===== src/design/cpc_pkg.sv =====
// Package with shared constants, codes and controller/datapath interface types.
package cpc_pkg;

    localparam int MAX_ENTRIES_DEF = 8192;
    localparam int ENTRY_BITS_DEF  = 32;

    localparam int VALUE_W    = 32;
    localparam int OPCODE_W   = 2;
    localparam int LEVEL_W    = 3;
    localparam int COMBINED_W = 64;
    localparam int PAIR_W     = 27;
    localparam int SHIFT_W    = 6;
    localparam int OUT_DATA_W = 96;
    localparam int OUT_USER_W = 1;

    localparam logic [LEVEL_W-1:0] LEVEL_MAX = 3'd5;
    localparam logic [SHIFT_W-1:0] SHIFT_SAT = 6'd32;

    typedef enum logic [OPCODE_W-1:0] {
        OP_CLEAR  = 2'd0,
        OP_APPEND = 2'd1,
        OP_NEXT   = 2'd2,
        OP_NONE   = 2'd3
    } t_opcode;

    typedef struct packed {
        logic clear;
        logic append;
        logic scan;
    } t_cmd;

    typedef struct packed {
        logic hit;
        logic exhausted;
    } t_status;

endpackage


===== src/design/cpc_ctrl.sv =====
// Controller state machine that sequences requests, the pair scan and result handoff.
module cpc_ctrl (
    input  logic                               i_clk,
    input  logic                               i_rst_n,
    input  logic                               i_s_valid,
    input  logic [cpc_pkg::OPCODE_W-1:0]       i_opcode,
    output logic                               o_s_ready,
    output logic                               o_m_valid,
    input  logic                               i_m_ready,
    input  cpc_pkg::t_status                   i_status,
    output cpc_pkg::t_cmd                      o_cmd
);

    typedef enum logic [2:0] {
        S_IDLE = 3'b001,
        S_SCAN = 3'b010,
        S_OUT  = 3'b100
    } t_state;

    t_state r_state;
    t_state n_state;

    always_ff @(posedge i_clk) begin
        if (!i_rst_n) begin
            r_state <= S_IDLE;
        end else begin
            r_state <= n_state;
        end
    end

    always_comb begin
        n_state    = r_state;
        o_s_ready  = 1'b0;
        o_m_valid  = 1'b0;
        o_cmd      = '0;
        case (r_state)
            S_IDLE: begin
                o_s_ready = 1'b1;
                if (i_s_valid) begin
                    case (cpc_pkg::t_opcode'(i_opcode))
                        cpc_pkg::OP_CLEAR:  o_cmd.clear = 1'b1;
                        cpc_pkg::OP_APPEND: o_cmd.append = 1'b1;
                        cpc_pkg::OP_NEXT:   n_state = S_SCAN;
                        default:            n_state = S_IDLE;
                    endcase
                end
            end
            S_SCAN: begin
                o_cmd.scan = 1'b1;
                if (i_status.hit || i_status.exhausted) begin
                    n_state = S_OUT;
                end
            end
            S_OUT: begin
                o_m_valid = 1'b1;
                if (i_m_ready) begin
                    n_state = S_IDLE;
                end
            end
            default: n_state = S_IDLE;
        endcase
    end

endmodule


===== config.mk =====
export PLATFORM = sky130hd
export DESIGN_NAME = cpc_ctrl
export DESIGN_NICKNAME = d
export VERILOG_FILES = /design/src/design/cpc_pkg.sv /design/src/design/cpc_ctrl.sv
export SDC_FILE = /design/constraint.sdc
export NUM_CORES = 1
export LEC_CHECK = 0
export ABC_AREA = 1
export BUFFER_PORTS_ARGS = -buffer_cell sky130_fd_sc_hd__buf_4
export CORE_AREA = 5 5 42 44
export CTS_CLUSTER_DIAMETER = 200
export CTS_CLUSTER_SIZE = 14
export DETAILED_ROUTE_END_ITERATION = 10
export DIE_AREA = 0 0 47 49
export HOLD_SLACK_MARGIN = 0.05
export SYNTH_ARGS = -nofsm -noshare
export SYNTH_HDL_FRONTEND = slang
export SYNTH_SLANG_ARGS = --single-unit

===== constraint.sdc =====
create_clock -name i_clk -period 1.85 [get_ports i_clk]
set_input_delay 0.37 -clock i_clk [delete_from_list [all_inputs] [get_ports i_clk]]
set_output_delay 0.37 -clock i_clk [all_outputs]
set_load 0.05 [all_outputs]

Word level (Yosys, flattened, before mapping)

Index checks and enable logic that the tools add are counted.

Word-level logic and storage cells: 26
Bits in registers: 3
Bits of input ports: 8

Muxes and demuxes: 12
Equality and inequality tests: 9
Reduce and logical (&&, ||, !) cells: 4

Operators by type and width:

| operator                                       | number |
|---|---|
| 2-to-1 mux 3 bit                               | 3 |
| one-hot mux 3 bit (3 select lines)             | 1 |
| inequality test 2 bit (second input constant)  | 4 |
| one-hot mux 3 bit (2 select lines)             | 1 |
| 2-to-1 mux 1 bit                               | 5 |
| 2-to-1 mux 2 bit                               | 2 |
| AND reduction 4 bit                            | 1 |
| == test 3 x 1 -> 1 bit (second input constant) | 1 |
| == test 3 x 2 -> 1 bit (second input constant) | 1 |
| == test 3 bit (second input constant)          | 1 |
| == test 2 x 1 -> 1 bit (second input constant) | 1 |
| == test 2 bit (second input constant)          | 1 |
| logical NOT 2 bit                              | 1 |
| OR reduction 2 bit                             | 1 |
| logical OR 1 bit                               | 1 |

Longest topological paths before layout

Word-level depth: 5
Depth in mapped cells: 7
Mapped depth without buffers: 7

Worst setup path before layout

Ideal clock, no wire load.

Path type: reg-to-output
Start point: register r_state[0]
End point: output port o_cmd[2] (netlist bit)
Path slack: -0.142 ns
Arrival time: 1.622 ns
Stages on the path, launching flop included: 5
Cells stage by stage: dfxtp_1 inv_2 nor2_4 nand2_2 nor3_1

RTL lines:

| what                     | line           | source |
|---|---|---|
| start: declaration       | cpc_ctrl.sv:20 | `t_state r_state;` |
| start signal: assignment | cpc_ctrl.sv:27 | `r_state <= n_state;` |
| end: declaration         | cpc_ctrl.sv:11 | `output cpc_pkg::t_cmd o_cmd` |

==> results.md <==
* Switching share of power at 0.4131
* Gate power share at 0.460
* Post-place setup slack at 0.4451 ns
* Later-pin clock latency in the skew report at 0.23 ns
* Crit Path Category: reg2out
* Final setup margin at 0.2598 ns
* Via count at 283
* Clk pwr share at 0.313
* CP peak stage delay at 0.35 ns
* Layout cells sized above 1 at 0.5818
* Area occupied by multi-input gates at 180.2 sq um
* Total power draw at 359.9 uW
* Critical path launch point type: flop
* Final cell count without fillers at 71
* Drc violations at 0
* Layout Nets at 64
* Drt pass-1 iters at 2
* Number of global-route vias before repair at 313
* Critical path's slowest cell: dfxtp_1
* # rows at 14
* Pin count of the biggest net entering global routing at 6
* Post-Route Setup TNS at 0 ns
* Post-route ant nets at 0
* FF+latch area at 60.06 sq um
* Worst path required time at 1.48 ns
* Post-Syn Instances at 39
* CP Max Fanout at 5
* Via density at 3.986
* Global Route Usage Sum at 0.07314
* Worst Skew at 0.001083 ns
* Hold Slack at 0.4063 ns
* Worst vdd ir at 0.0002414 V
* Clock transition at the registers of the reported paths at 0.03 ns
* Die Wd at 47 um
* Crit-path cells: inv_2 -> nor2_4 -> nand2_2 -> nor3b_2 -> buf_4
* Antenna Diode Count at 0
* Die area at 0.002303 sq mm
* Max_cap viols at 0
* PwrDens at 874.3 mW/mm^2
* CTS tree: done
* Syn_nets at 47
* Grt total ovfl at 0
* Net Sw Power at 148.7 uW
* CP endpoint kind: output port
* Final hold viol count at 0
* Post-cts gate resize count at 0
* Part of the cycle the worst path needs at 0.8595
* Hold WC Path Type: in2reg
* Port Buffer Count at 12
* Max-slew violation count at 0
* Syn avg cell area at 6.930 sq um
* Drt total wl at 641 um
* Initial cell density of the core at 0.1929
* Period minus WS final at 1.590 ns
* Worst-margin pin slew at 0.1791 ns
* First-pass GRT wire length at 1166 um
* Leak at 0.0002177 uW
* GPL Wtd Cong at 0.7498
* Synth area leaders: dfxtp_1, nor2_4, nand2_1
* Cell area after synthesis at 270.3 sq um
* Max reg flops at 3
* Status: finished, final reports clean
* Yosys cell types at 16
* Core area at 0.001401 sq mm
* Register bit total from synthesis at 3
* Boundary pin count at 13
* Yosys warning total at 0
* Mean routed wirelength per cell at 9.028 um
* CTS max path bufs at 2
* Unrepaired setup endpoints after global routing: false
* Hold-fix buffers at CTS at 0
* Sequential share of power at 0.227
* Post-CTS Setup Inserts at 0
* Top flop regs: r_state x3
* Synth top area share at 0.2222
* Worst EP arrival at 1.22 ns
* Max Clk Rate at 628.9 MHz
* # H-tree levels at 1
* Root buffer selected by CTS: clkbuf_4
* Yosys top cell by area: dfxtp_1
* Die height at 49 um
* Iteration-0 DRC Markers at 2
* Slew margin rel. at 0.8805
* Detailed placement HPWL at 537.5 um
* Clk sinks at 3
* Register with the most flip-flops: r_state
* Fillcell total at 166
* Final setup fails at 0
* Area grow syn2layout at 52.32%
* Register area share after synthesis at 0.2222
* TritonCTS buffer count at 3
* DP Cell Count at 67
* Initial antenna violation count at 0
* Int Power at 211.2 uW
cell usage in the layout (no fill, tap or decap):
cell type,instances
nand2_1,7
nand2_2,4
clkbuf_1,1
nor3_2,1
inv_1,5
dfxtp_1,3
buf_4,12
clkbuf_4,3
o211ai_2,1
nor2_1,4
nor2_4,3
clkinv_2,1
nor3b_2,1
o21ai_1,1
nand3_1,1
a21oi_2,1
inv_2,3
nand3_2,2
and2_1,1
Yosys cell counts:
cell type and n:
a21oi_2 1, and2_1 1, clkinv_2 1, dfxtp_1 3, inv_1 5, inv_2 3
nand2_1 7, nand2_2 4, nand3_1 1, nand3_2 2, nor2_1 4, nor2_4 3
nor3_1 1, nor3b_2 1, o211ai_2 1, o21ai_1 1
cells by family after synthesis:
group,count (synthesis),synth area share
AO/OA/AOI/OAI,3,0.09720
flip-flops,3,0.2222
buffers and inverters,9,0.1296
AND/OR/NAND/NOR,24,0.5509
area by class of cell:
type / count / share of cell area
sequential: 3 / 0.1459
inverter: 9 / 0.08511
clock buffer: 4 / 0.06383
timing repair buffer: 12 / 0.2188
multi-input combinational: 27 / 0.4377
tap: 16 / 0.04863
path summary, 6_finish.rpt:
kind	from	endpoint	slack, ns	cells after the start
max	r_state[0]	o_cmd[1]	0.26	5
min	i_rst_n	r_state[2]	0.41	3
max reg2reg	r_state[0]	r_state[2]	0.87	7
min reg2reg	r_state[2]	r_state[1]	0.69	4
power by group through the flow:
stage | Combinational (uW) | Clock [uW] | Sequential (uW)
6_report | 166 | 113 | 81.6
5_1_grt | 179 | 129 | 82.8
4_1_cts | 167 | 116 | 81.9
3_5_place_dp | 165 | 0 | 83.0
3_3_place_gp | 163 | 0 | 82.8
2_1_floorplan | 123 | 0 | 81.6
metal layers:
metal	wire (um)	part of all wire	global-route usage	vias to the layer above
li1	-	-	-	150
met1	260	0.41	0.07002	127
met2	349	0.54	0.1131	6
met3	31	0.048	0.02583	0
met4	0	0	0.06912	0
met5	0	0	0	-
critical path: cells and delay by family (launching register included):
kind                   cells  cell delay [ns]
buffers and inverters      2             0.27
flip-flops                 1             0.35
AND/OR/NAND/NOR            3             0.37
through the flow:
step                      utilization  instance area (sq um)
after CTS                      0.2938                  411.6
after global routing           0.2938                  411.6
after detailed placement       0.2750                  385.4
after global placement         0.2750                  385.4
after floorplan                     -                  275.3
final                          0.2938                  411.6
Power figures use the tool's default switching activity.
